--- src/u8e_pkg.sv ---
// Shared types, constants and byte-forming functions of the UTF-8 encoder.
package u8e_pkg;

    localparam int QueueDepth = 4;

    localparam int CpW  = 31;
    localparam int LenW = 3;

    localparam logic [20:0] SuppBase = 21'h010000;
    localparam logic [15:0] SurrLo   = 16'hD800;
    localparam logic [15:0] SurrHi   = 16'hDFFF;

    localparam logic [CpW-1:0] Max1 = 31'h0000007F;
    localparam logic [CpW-1:0] Max2 = 31'h000007FF;
    localparam logic [CpW-1:0] Max3 = 31'h0000FFFF;
    localparam logic [CpW-1:0] Max4 = 31'h001FFFFF;
    localparam logic [CpW-1:0] Max5 = 31'h03FFFFFF;

    localparam logic [LenW-1:0] Len1 = 3'd1;
    localparam logic [LenW-1:0] Len2 = 3'd2;
    localparam logic [LenW-1:0] Len3 = 3'd3;
    localparam logic [LenW-1:0] Len4 = 3'd4;
    localparam logic [LenW-1:0] Len5 = 3'd5;
    localparam logic [LenW-1:0] Len6 = 3'd6;

    localparam logic [1:0] ContTag = 2'b10;

    typedef struct packed {
        logic [CpW-1:0]  cp;
        logic [LenW-1:0] len;
    } t_entry;

    typedef struct packed {
        logic   valid;
        t_entry entry;
    } t_push;

    typedef struct packed {
        logic   valid;
        t_entry entry;
    } t_head;

    function automatic logic [LenW-1:0] f_len(input logic [CpW-1:0] cp);
        logic [LenW-1:0] len;
        priority if (cp <= Max1) len = Len1;
        else if (cp <= Max2)     len = Len2;
        else if (cp <= Max3)     len = Len3;
        else if (cp <= Max4)     len = Len4;
        else if (cp <= Max5)     len = Len5;
        else                     len = Len6;
        return len;
    endfunction

    function automatic logic [7:0] f_lead(input logic [CpW-1:0] cp,
                                          input logic [LenW-1:0] len);
        logic [7:0] b;
        unique case (len)
            Len1:    b = {1'b0, cp[6:0]};
            Len2:    b = {3'b110, cp[10:6]};
            Len3:    b = {4'b1110, cp[15:12]};
            Len4:    b = {5'b11110, cp[20:18]};
            Len5:    b = {6'b111110, cp[25:24]};
            Len6:    b = {7'b1111110, cp[30]};
            default: b = 8'h00;
        endcase
        return b;
    endfunction

    // k counts continuation bytes still to follow this one
    function automatic logic [7:0] f_cont(input logic [CpW-1:0] cp,
                                          input logic [LenW-1:0] k);
        logic [35:0] w;
        logic [5:0]  s;
        w = {5'b0, cp};
        unique case (k)
            3'd0:    s = w[5:0];
            3'd1:    s = w[11:6];
            3'd2:    s = w[17:12];
            3'd3:    s = w[23:18];
            3'd4:    s = w[29:24];
            3'd5:    s = w[35:30];
            default: s = 6'h00;
        endcase
        return {ContTag, s};
    endfunction

endpackage

--- src/u8e_front.sv ---
// Front end: mode register, surrogate pairing, code point and length classification.
module u8e_front
    import u8e_pkg::*;
(
    input  logic        i_clk,
    input  logic        i_rst_n,
    input  logic        i_cfg_wr_en,
    input  logic        i_cfg_wr_data,
    input  logic        i_valid,
    output logic        o_ready,
    input  logic [30:0] i_code_value,
    input  logic        i_full,
    output t_push       o_push
);

    logic        r_utf16;
    logic [15:0] r_held;
    logic [15:0] n_held;
    logic        accept;
    logic [15:0] unit;
    logic        is_surr;
    logic [20:0] paired;
    logic [CpW-1:0] cp;
    logic        emit;

    assign o_ready = !i_full;
    assign accept  = i_valid && o_ready;
    assign unit    = i_code_value[15:0];
    assign is_surr = (unit >= SurrLo) && (unit <= SurrHi);
    assign paired  = {1'b0, r_held[9:0], unit[9:0]} + SuppBase;

    always_comb begin
        cp     = i_code_value;
        emit   = 1'b1;
        n_held = r_held;
        if (!r_utf16) begin
            n_held = 16'h0000;
        end else if (r_held != 16'h0000) begin
            cp     = CpW'(paired);
            n_held = 16'h0000;
        end else if (is_surr) begin
            // hold the leading unit, nothing goes out yet
            cp     = CpW'(unit);
            emit   = 1'b0;
            n_held = unit;
        end else begin
            cp = CpW'(unit);
        end
    end

    always_ff @(posedge i_clk) begin
        if (!i_rst_n) begin
            r_utf16 <= 1'b1;
            r_held  <= 16'h0000;
        end else begin
            if (i_cfg_wr_en) begin
                r_utf16 <= i_cfg_wr_data;
            end
            if (accept) begin
                r_held <= n_held;
            end
        end
    end

    assign o_push.valid     = accept && emit;
    assign o_push.entry.cp  = cp;
    assign o_push.entry.len = f_len(cp);

endmodule

--- src/u8e_queue.sv ---
// Short register queue between the front end and the byte serializer.
module u8e_queue
    import u8e_pkg::*;
#(
    parameter int DEPTH = QueueDepth
)(
    input  logic  i_clk,
    input  logic  i_rst_n,
    input  t_push i_push,
    output logic  o_full,
    input  logic  i_pop,
    output t_head o_head
);

    localparam int AW = (DEPTH > 1) ? $clog2(DEPTH) : 1;
    localparam int CW = $clog2(DEPTH + 1);

    t_entry        r_mem [DEPTH];
    logic [AW-1:0] r_wr_ptr;
    logic [AW-1:0] r_rd_ptr;
    logic [CW-1:0] r_count;
    logic          push;
    logic          pop;

    assign o_full = (r_count == CW'(DEPTH));
    assign push   = i_push.valid && !o_full;
    assign pop    = i_pop && (r_count != '0);

    assign o_head.valid = (r_count != '0);
    assign o_head.entry = r_mem[r_rd_ptr];

    always_ff @(posedge i_clk) begin
        if (push) begin
            r_mem[r_wr_ptr] <= i_push.entry;
        end
    end

    always_ff @(posedge i_clk) begin
        if (!i_rst_n) begin
            r_wr_ptr <= '0;
            r_rd_ptr <= '0;
            r_count  <= '0;
        end else begin
            if (push) begin
                r_wr_ptr <= (r_wr_ptr == AW'(DEPTH - 1)) ? '0 : r_wr_ptr + 1'b1;
            end
            if (pop) begin
                r_rd_ptr <= (r_rd_ptr == AW'(DEPTH - 1)) ? '0 : r_rd_ptr + 1'b1;
            end
            if (push && !pop) begin
                r_count <= r_count + 1'b1;
            end else if (pop && !push) begin
                r_count <= r_count - 1'b1;
            end
        end
    end

endmodule

--- src/u8e_back.sv ---
// Back end: queued code points to UTF-8 bytes, one per unstalled cycle, in an output register.
module u8e_back
    import u8e_pkg::*;
(
    input  logic       i_clk,
    input  logic       i_rst_n,
    input  t_head      i_head,
    output logic       o_pop,
    output logic       o_valid,
    input  logic       i_ready,
    output logic [7:0] o_out_byte,
    output logic       o_last_byte
);

    logic            r_valid;
    logic            n_valid;
    logic [7:0]      r_byte;
    logic [7:0]      n_byte;
    logic            r_last;
    logic            n_last;
    logic [CpW-1:0]  r_cp;
    logic [CpW-1:0]  n_cp;
    logic [LenW-1:0] r_rem;
    logic [LenW-1:0] n_rem;
    logic            out_free;

    assign out_free = !r_valid || i_ready;

    always_comb begin
        n_valid = r_valid;
        n_byte  = r_byte;
        n_last  = r_last;
        n_cp    = r_cp;
        n_rem   = r_rem;
        o_pop   = 1'b0;
        if (out_free) begin
            if (r_rem != '0) begin
                n_valid = 1'b1;
                n_byte  = f_cont(r_cp, r_rem - 1'b1);
                n_last  = (r_rem == LenW'(1));
                n_rem   = r_rem - 1'b1;
            end else if (i_head.valid) begin
                // take the next request and send its lead byte
                o_pop   = 1'b1;
                n_valid = 1'b1;
                n_byte  = f_lead(i_head.entry.cp, i_head.entry.len);
                n_last  = (i_head.entry.len == Len1);
                n_cp    = i_head.entry.cp;
                n_rem   = i_head.entry.len - 1'b1;
            end else begin
                n_valid = 1'b0;
            end
        end
    end

    always_ff @(posedge i_clk) begin
        if (!i_rst_n) begin
            r_valid <= 1'b0;
            r_rem   <= '0;
        end else begin
            r_valid <= n_valid;
            r_rem   <= n_rem;
        end
    end

    always_ff @(posedge i_clk) begin
        r_byte <= n_byte;
        r_last <= n_last;
        r_cp   <= n_cp;
    end

    assign o_valid     = r_valid;
    assign o_out_byte  = r_byte;
    assign o_last_byte = r_last;

endmodule

--- src/utf8_encoder_with_surrogates_unit.sv ---
// Top level of the UTF-8 encoder with UTF-16 surrogate pairing.
//
//   channel   direction  handshake           payload
//   input     in         i_valid / o_ready   i_code_value[30:0]
//   result    out        o_valid / i_ready   o_out_byte[7:0], o_last_byte
//   config    in         i_cfg_wr_en         i_cfg_wr_data
//
// The result side sends one byte per cycle while i_ready is high; a code
// point gives 1 to 6 bytes, and a held surrogate is taken at the input
// and sends nothing. The front end takes a request per cycle
// while the queue (QUEUE_DEPTH entries) has room.
// Synchronous active-low reset: mode back to UTF-16, no surrogate held,
// queue and output register empty. A stalled output register holds its byte.
module utf8_encoder_with_surrogates_unit
    import u8e_pkg::*;
#(
    parameter int QUEUE_DEPTH = QueueDepth
)(
    input  logic        i_clk,
    input  logic        i_rst_n,
    input  logic        i_cfg_wr_en,
    input  logic        i_cfg_wr_data,
    input  logic        i_valid,
    output logic        o_ready,
    input  logic [30:0] i_code_value,
    output logic        o_valid,
    input  logic        i_ready,
    output logic [7:0]  o_out_byte,
    output logic        o_last_byte
);

    t_push push;
    t_head head;
    logic  full;
    logic  pop;

    u8e_front u_front (
        .i_clk        (i_clk),
        .i_rst_n      (i_rst_n),
        .i_cfg_wr_en  (i_cfg_wr_en),
        .i_cfg_wr_data(i_cfg_wr_data),
        .i_valid      (i_valid),
        .o_ready      (o_ready),
        .i_code_value (i_code_value),
        .i_full       (full),
        .o_push       (push)
    );

    u8e_queue #(
        .DEPTH(QUEUE_DEPTH)
    ) u_queue (
        .i_clk  (i_clk),
        .i_rst_n(i_rst_n),
        .i_push (push),
        .o_full (full),
        .i_pop  (pop),
        .o_head (head)
    );

    u8e_back u_back (
        .i_clk      (i_clk),
        .i_rst_n    (i_rst_n),
        .i_head     (head),
        .o_pop      (pop),
        .o_valid    (o_valid),
        .i_ready    (i_ready),
        .o_out_byte (o_out_byte),
        .o_last_byte(o_last_byte)
    );

endmodule

--- config.mk ---
export PLATFORM = sky130hd
export DESIGN_NAME = utf8_encoder_with_surrogates_unit
export DESIGN_NICKNAME = d
export VERILOG_FILES = /design/src/u8e_pkg.sv /design/src/u8e_front.sv /design/src/u8e_queue.sv /design/src/u8e_back.sv /design/src/utf8_encoder_with_surrogates_unit.sv
export SDC_FILE = /design/constraint.sdc
export NUM_CORES = 1
export LEC_CHECK = 0
export BUFFER_PORTS_ARGS = -buffer_cell sky130_fd_sc_hd__buf_2
export CORE_MARGIN = 2
export CORE_UTILIZATION = 46
export CTS_CLUSTER_SIZE = 25
export DETAILED_ROUTE_END_ITERATION = 10
export PLACE_DENSITY = 0.66
export SETUP_SLACK_MARGIN = 0.15
export SYNTH_ARGS = -nofsm -noshare
export SYNTH_HDL_FRONTEND = slang
export SYNTH_SLANG_ARGS = --single-unit
--- constraint.sdc ---
create_clock -name i_clk -period 4.24 [get_ports i_clk]
set_input_delay 0.424 -clock i_clk [delete_from_list [all_inputs] [get_ports i_clk]]
set_output_delay 0.424 -clock i_clk [all_outputs]
set_load 0.02 [all_outputs]
## Word-level counts from Yosys, hierarchy flattened

Memory sizes are Yosys's and may differ from the RTL's. A register that Yosys moved wholly into a read port is not among the register bits.
Cells that the tools add are included.

| word-level totals | value |
|---|---|
| flip-flop bits (word level) | 68 |
| bits in latches | 0 |
| bits in writable memories | 136 |
| bits in read-only memories | 0 |
| input port bits | 37 |
| output and inout port bits | 11 |
| logic and storage cells | 97 |
| memories | 1 |

Memories:

| name | words | bits a word | read ports | clocked after Yosys merged registers in | wr ports | RTL line | source |
|---|---|---|---|---|---|---|---|
| u_queue.r_mem | 4 | 34 | 1 | 1 | 1 | u8e_queue.sv:18 | `t_entry r_mem [DEPTH];` |

| cells by class | value |
|---|---|
| add/sub/neg operators | 7 |
| multipliers | 0 |
| divide/modulo/power cells | 0 |
| $lt $le $gt $ge | 7 |
| equality and inequality tests | 16 |
| shift operators | 0 |
| mux-type cells | 33 |
| bitwise gates (word level) | 1 |
| reduce and logical (&&, ||, !) cells | 21 |

Operators by type and width:

| kind | number |
|---|---|
| $mux W16 | 3 |
| $pmux W8 S6 | 1 |
| $pmux W6 S6 | 1 |
| $le A31 B11 Y1 const B | 1 |
| $le A31 B16 Y1 const B | 1 |
| $le A31 B21 Y1 const B | 1 |
| $le A31 B26 Y1 const B | 1 |
| $le A31 B7 Y1 const B | 1 |
| $mux W31 | 1 |
| $mux W3 | 8 |
| $add A20 B17 Y21 const B | 1 |
| $mux W21 | 1 |
| $eq A3 B3 Y1 const B | 6 |
| $ge A16 B16 Y1 const B | 1 |
| $le A16 B16 Y1 const B | 1 |
| $reduce_bool A16 Y1 | 1 |
| $eq A3 B2 Y1 const B | 4 |
| $mux W1 | 11 |
| $mux W2 | 5 |
| $eq A3 B1 Y1 const B | 3 |
| $sub A3 B1 Y3 const B | 3 |
| $mux W8 | 1 |
| $logic_and A1 B1 Y1 | 7 |
| $mux W6 | 1 |
| other kinds (12) | 20 |

## Depth between registers and ports, before layout

| depth | value |
|---|---|
| depth in word-level cells | 11 |
| depth in mapped cells | 12 |
| depth with buffers taken out | 11 |

## Hierarchy

From an unflattened synthesis, not the netlist that was laid out.

| second synthesis, totals | value |
|---|---|
| cell total of the unflattened synthesis | 534 |
| area total of the unflattened synthesis | 8,750.9 um^2 |

Modules (own cells, without submodules):

| module | instances | cells each | area an instance (um^2) | seq. area each (um^2) |
|---|---|---|---|---|
| u8e_queue | 1 | 229 | 5,436.5 | 4,264.1 |
| u8e_back | 1 | 171 | 2,182.1 | 1,281.2 |
| u8e_front | 1 | 134 | 1,132.3 | 340.3 |

## Least setup slack after synthesis

Ideal clock, no wire load.

| path | value |
|---|---|
| kind | reg-to-reg |
| from | reg u_back.r_rem[0] |
| to | reg u_queue.r_count[2] |
| arrival | 4.534 ns |
| data required time | 4.164 ns |
| slack | -0.369 ns |
| cell stages (with the launch flop) | 13 |
| path buffers | 1 |
| period minus slack after synthesis | 4.609 ns |
| cell sequence | dfxtp_1 -> inv_1 -> ha_1 -> nand2b_1 -> clkbuf_1 -> nor3_1 -> inv_1 -> ha_1 -> inv_1 -> fa_1 -> xor2_1 -> or3_1 -> a21boi_0 |

| on the way | value |
|---|---|
| cells in the longest elaborated chain, start to end | 7 |

Ends and longest elaborated chain:

| item | RTL line | source |
|---|---|---|
| from (decl) | u8e_back.sv:23 | `logic [LenW-1:0] r_rem;` |
| from (signal assigned) | u8e_back.sv:62 | `r_rem <= n_rem;` |
| $reduce_bool A3 Y1 (*) | u8e_back.sv:37 | `if (r_rem != '0) begin` |
| $mux W1 (*) | u8e_back.sv:37 |  |
| $mux W1 (*) | u8e_back.sv:36 | `if (out_free) begin` |
| $logic_and A1 B1 Y1 (*) | u8e_queue.sv:27 | `assign pop = i_pop && (r_count != '0);` |
| $logic_not A1 Y1 | u8e_queue.sv:50 | `if (push && !pop) begin` |
| $logic_and A1 B1 Y1 | u8e_queue.sv:50 |  |
| $mux W3 or $reduce_bool A2 Y1 (tied branches) | n/a |  |
| to (signal assigned) | u8e_queue.sv:51 | `r_count <= r_count + 1'b1;` |
| to (signal assigned) | u8e_queue.sv:53 | `r_count <= r_count - 1'b1;` |
| to (decl) | u8e_queue.sv:21 | `logic [CW-1:0] r_count;` |

Every way passes the cells marked *; elsewhere a longest branch is shown, timed or not.
A chain may end at the register's enable or synchronous reset.

## Worst setup path in the final report

| path | value |
|---|---|
| from | reg u_front.r_held[6] |
| to | reg u_queue.r_count[2] |

| on the way | value |
|---|---|
| cells in the longest elaborated chain, start to end | 8 |

Ends and longest elaborated chain:

| item | RTL line | source |
|---|---|---|
| from (decl) | u8e_front.sv:17 | `logic [15:0] r_held;` |
| from (signal assigned) | u8e_front.sv:60 | `r_held <= n_held;` |
| $reduce_bool A16 Y1 (*) | u8e_front.sv:38 | `end else if (r_held != 16'h0000) begin` |
| $mux W1 (*) | u8e_front.sv:38 |  |
| $mux W1 (*) | u8e_front.sv:36 | `if (!r_utf16) begin` |
| $logic_and A1 B1 Y1 (*) | u8e_front.sv:65 | `assign o_push.valid = accept && emit;` |
| $logic_and A1 B1 Y1 (*) | u8e_queue.sv:26 | `assign push = i_push.valid && !o_full;` |
| named net u_queue.push | u8e_queue.sv:22 | `logic push;` |
| $logic_not A1 Y1 | u8e_queue.sv:52 | `end else if (pop && !push) begin` |
| $logic_and A1 B1 Y1 | u8e_queue.sv:52 |  |
| $reduce_bool A2 Y1 (no line) | n/a |  |

Mark *: on every way through the listed nets, which the timed path passes. The rest lies on a longest branch.

==> out/results.tsv <==
stage	metric	value	unit
outcome	run status	finished, violations left	
outcome	failing checks	DRC	
hold_path	Tightest Hold Check Type	in2reg	
sta	final setup fails	0	
cts	CTS clk-pin slew, worst paths	60	ps
die	CORE AREA	0.0181	mm^2
final_layout	layout cells sized above 1	0.227	
worst_setup_path	CP peak stage delay	540	ps
routing	DRT Pass-1 Iters	10	
worst_setup_path	kind of end point of the critical path	register	
sta	Slew @ Worst Pin	1080	ps
routing	DR vias	4793	
worst_setup_path	Top delay family on crit path	adder cells	
yosys	Yosys cell types	58	
worst_setup_path	Worst Path Required	4650	ps
cts	CTS tree	built	
routing	DR iter-0 viols	479	
yosys	Post-synth EDFFs	176	
place	gpl congestion	0.880	
die	I/O pins	48	
yosys	Syn Nets	589	
place	hpwl dp	11700	um
power_and_ir_drop	Max IR drop VDD	0.447	mV
power_and_ir_drop	Leakage	3.35	nW
yosys	Syn Inst Count	531	
final_layout	commonest non-fill, non-tap cell in the layout	edfxtp_1	
place	port buffer count	47	
routing	detailed-route wire length	17600	um
worst_setup_path	Critical Path, Cell by Cell	inv_1 > ha_1 > nor4b_1 > and4_1 > a31oi_1 > ha_1 > inv_1 > fa_1 > xor2_1 > or3_1 > a21boi_0	
worst_setup_path	crit path max fanout	9	
yosys	Post-Syn Area per Cell	16.0	um^2
worst_setup_path	Worst Setup Path Type	reg2reg	
worst_setup_path	Crit-path slowest cell	a31oi_1	
worst_setup_path	crit start category	register	
die	initial core utilization	0.471	
cts	root buffer cell	clkbuf_16	
sta	Final min period	3120	ps
die	Std-Cell Rows	49	
sta	Slew Viols, Final	0	
global_routing	initial antenna violation count	0	
cts	clk sinks	206	
cts	post_cts resized	0	
sta	setup TNS	0	ps
routing	# DRC	3	
sta	RSZ-0062 raised after global routing	false	
final_layout	n_diodes	0	
die	die width	140	um
final_layout	P&R area growth vs syn	14.4	%
power_and_ir_drop	total power	7.66	mW
yosys	Synthesis Warnings	0	
sta	Final Cycle Share	0.737	
cts	Post-CTS Setup Repair Bufs	0	
yosys	sequential element share of the synthesized area	0.691	
global_routing	vias in the first global route	4848	
worst_setup_path	R2R Setup Slk	1120	ps
worst_setup_path	Worst EP arrival	3540	ps
cts	Clk Latency, worst-skew pair	500	ps
yosys	Synth top area share	0.621	
yosys	Mapped Area	0.00852	mm^2
global_routing	pin count of the biggest net entering global routing	35	
global_routing	first-pass GRT wire length	27600	um
routing	WL per Instance	21.2	um
yosys	FF+latch count, synth	206	
global_routing	Global Route Usage Sum	0.182	
power_and_ir_drop	P per Cell Area	786	mW/mm^2
yosys	dominant cell type by area after synthesis	edfxtp_1	
worst_setup_path	Worst Path Buf+Inv	2	
job	total of max-cap violations	0	
yosys	ys async rst share	0	
sta	fmax	0.320	GHz
routing	vias per cell	5.78	
cts	CTS Hold Buffers Added	0	
final_layout	# nets final	642	
cts	H-tree depth	1	
die	die area	0.0196	mm^2
global_routing	global route overflow	0	
die	Die Height	140	um
routing	post-route ant nets	0	
sta	post-route clock skew	8.40	ps
final_layout	most frequent cells in the layout	edfxtp_1 (176), buf_2 (47), nand2_1 (43), mux4_2 (34), dfxtp_1 (29)	
yosys	Area contributors post-synth	edfxtp_1 (62%), mux4_2 (9.0%), dfxtp_1 (7.1%), ha_1 (2.9%), nand2_1 (1.9%)	
yosys	Top FF cell, synth	edfxtp_1	
cts	Bufs on Longest Clock Path	3	
sta	Hold Vio Cnt, Final	0	
sta	Worst slew margin	0.281	
cts	Num CTS Buffers	22	
metrics by stage:
stage / util / cells / hold WS, ps / cell area, um^2 / worst slack, ps
after global routing: 0.539 / 829 / 137 / 9740 / 806
after floorplan: - / 531 / 427 / 8520 / 729
after CTS: 0.539 / 829 / 123 / 9740 / 1110
after global placement: 0.496 / 789 / 441 / 8980 / 1360
final: 0.539 / 829 / 133 / 9740 / 1120
after detailed placement: 0.496 / 789 / 454 / 8980 / 1150
final timing paths:
| check | start | endpoint | cells past startpoint |
|---|---|---|---|
| worst max-delay path | u_front.r_held[6]$_SDFFE_PN0P_ | u_queue.r_count[2]$_SDFFE_PN0P_ | 11 |
| worst min-delay path | i_cfg_wr_en | u_front.r_utf16$_SDFFE_PN1P_ | 2 |
| worst max register to register | u_front.r_held[6]$_SDFFE_PN0P_ | u_queue.r_count[2]$_SDFFE_PN0P_ | 11 |
| worst min register to register | u_front.r_held[10]$_SDFFE_PN0P_ | u_front.r_held[10]$_SDFFE_PN0P_ | 2 |
worst register-to-register path, delay by kind of cell, from the launching register on:
kind	cells	cell delay, ps
adders and majority gates	3	900
AOI/OAI and AO/OA	2	730
and+or+nand+nor	3	700
DFF	1	400
xor gates and xnor gates	1	160
buffers and inverters	2	150
where the power goes:
part | switching, mW | leakage (nW) | total, mW | internal, mW
sequential | 0.205 | 1.89 | 3.16 | 2.96
clock | 0.758 | 0.359 | 2.00 | 1.24
combinational | 1.55 | 1.10 | 2.50 | 0.950
total | 2.51 | 3.35 | 7.66 | 5.15
per-layer routing:
metal,global-route usage,wire length [um]
met1,0.253,7620
met2,0.298,8600
met5,0,0
met3,0.0280,919
met4,0.0622,446
Yosys cell counts, types with 3 or more instances:
cell type and instances:
a21boi_0 3, a21o_1 4, a21oi_1 10, a222oi_1 3, a22oi_1 5, a31oi_1 3, a32o_1 3, a32oi_1 3
and2_1 6, and4_1 3, buf_2 8, clkbuf_1 12, dfxtp_1 30, edfxtp_1 176, ha_1 20, inv_1 14
mux2_2 9, mux4_2 34, nand2_1 43, nand2b_1 5, nand3_1 16, nor2_1 16, nor2b_1 18, nor3_1 6
nor4_1 3, o211ai_1 3, o21a_1 3, o21ai_0 21, o21ai_1 6, xnor2_1 4
kinds of logic (layout without fill, tap and decap cells):
group / after synthesis / count (layout) / synth area share
flops: 206 / 206 / 0.691
xor+xnor: 5 / 5 / 0.00514
buf+inv: 40 / 109 / 0.0216
mux: 46 / 46 / 0.106
compound gates: 82 / 82 / 0.0652
fa+ha+maj: 21 / 21 / 0.0317
simple gates: 131 / 131 / 0.0792
area by class of cell:
| type | instances | area, um^2 |
|---|---|---|
| well taps | 229 | 287 |
| repair buffers | 55 | 295 |
| clock inverters | 12 | 168 |
| multi-input cells | 285 | 2460 |
| clock buffers | 28 | 594 |
| inverters | 14 | 52.6 |
| fillers | 1399 | 8350 |
| flip-flops and latches | 206 | 5890 |
state kept, by name, summed over array words and instances, names as in the netlist, 2 cells and up, named ones only:
signal	cells
u_front.r_held	16
u_back.r_cp	31
u_back.r_rem	3
u_queue.r_mem	136
u_queue.r_wr_ptr	2
u_back.o_out_byte	8
u_queue.r_rd_ptr	2
u_queue.r_count	3
Power figures use the tool's default switching activity.
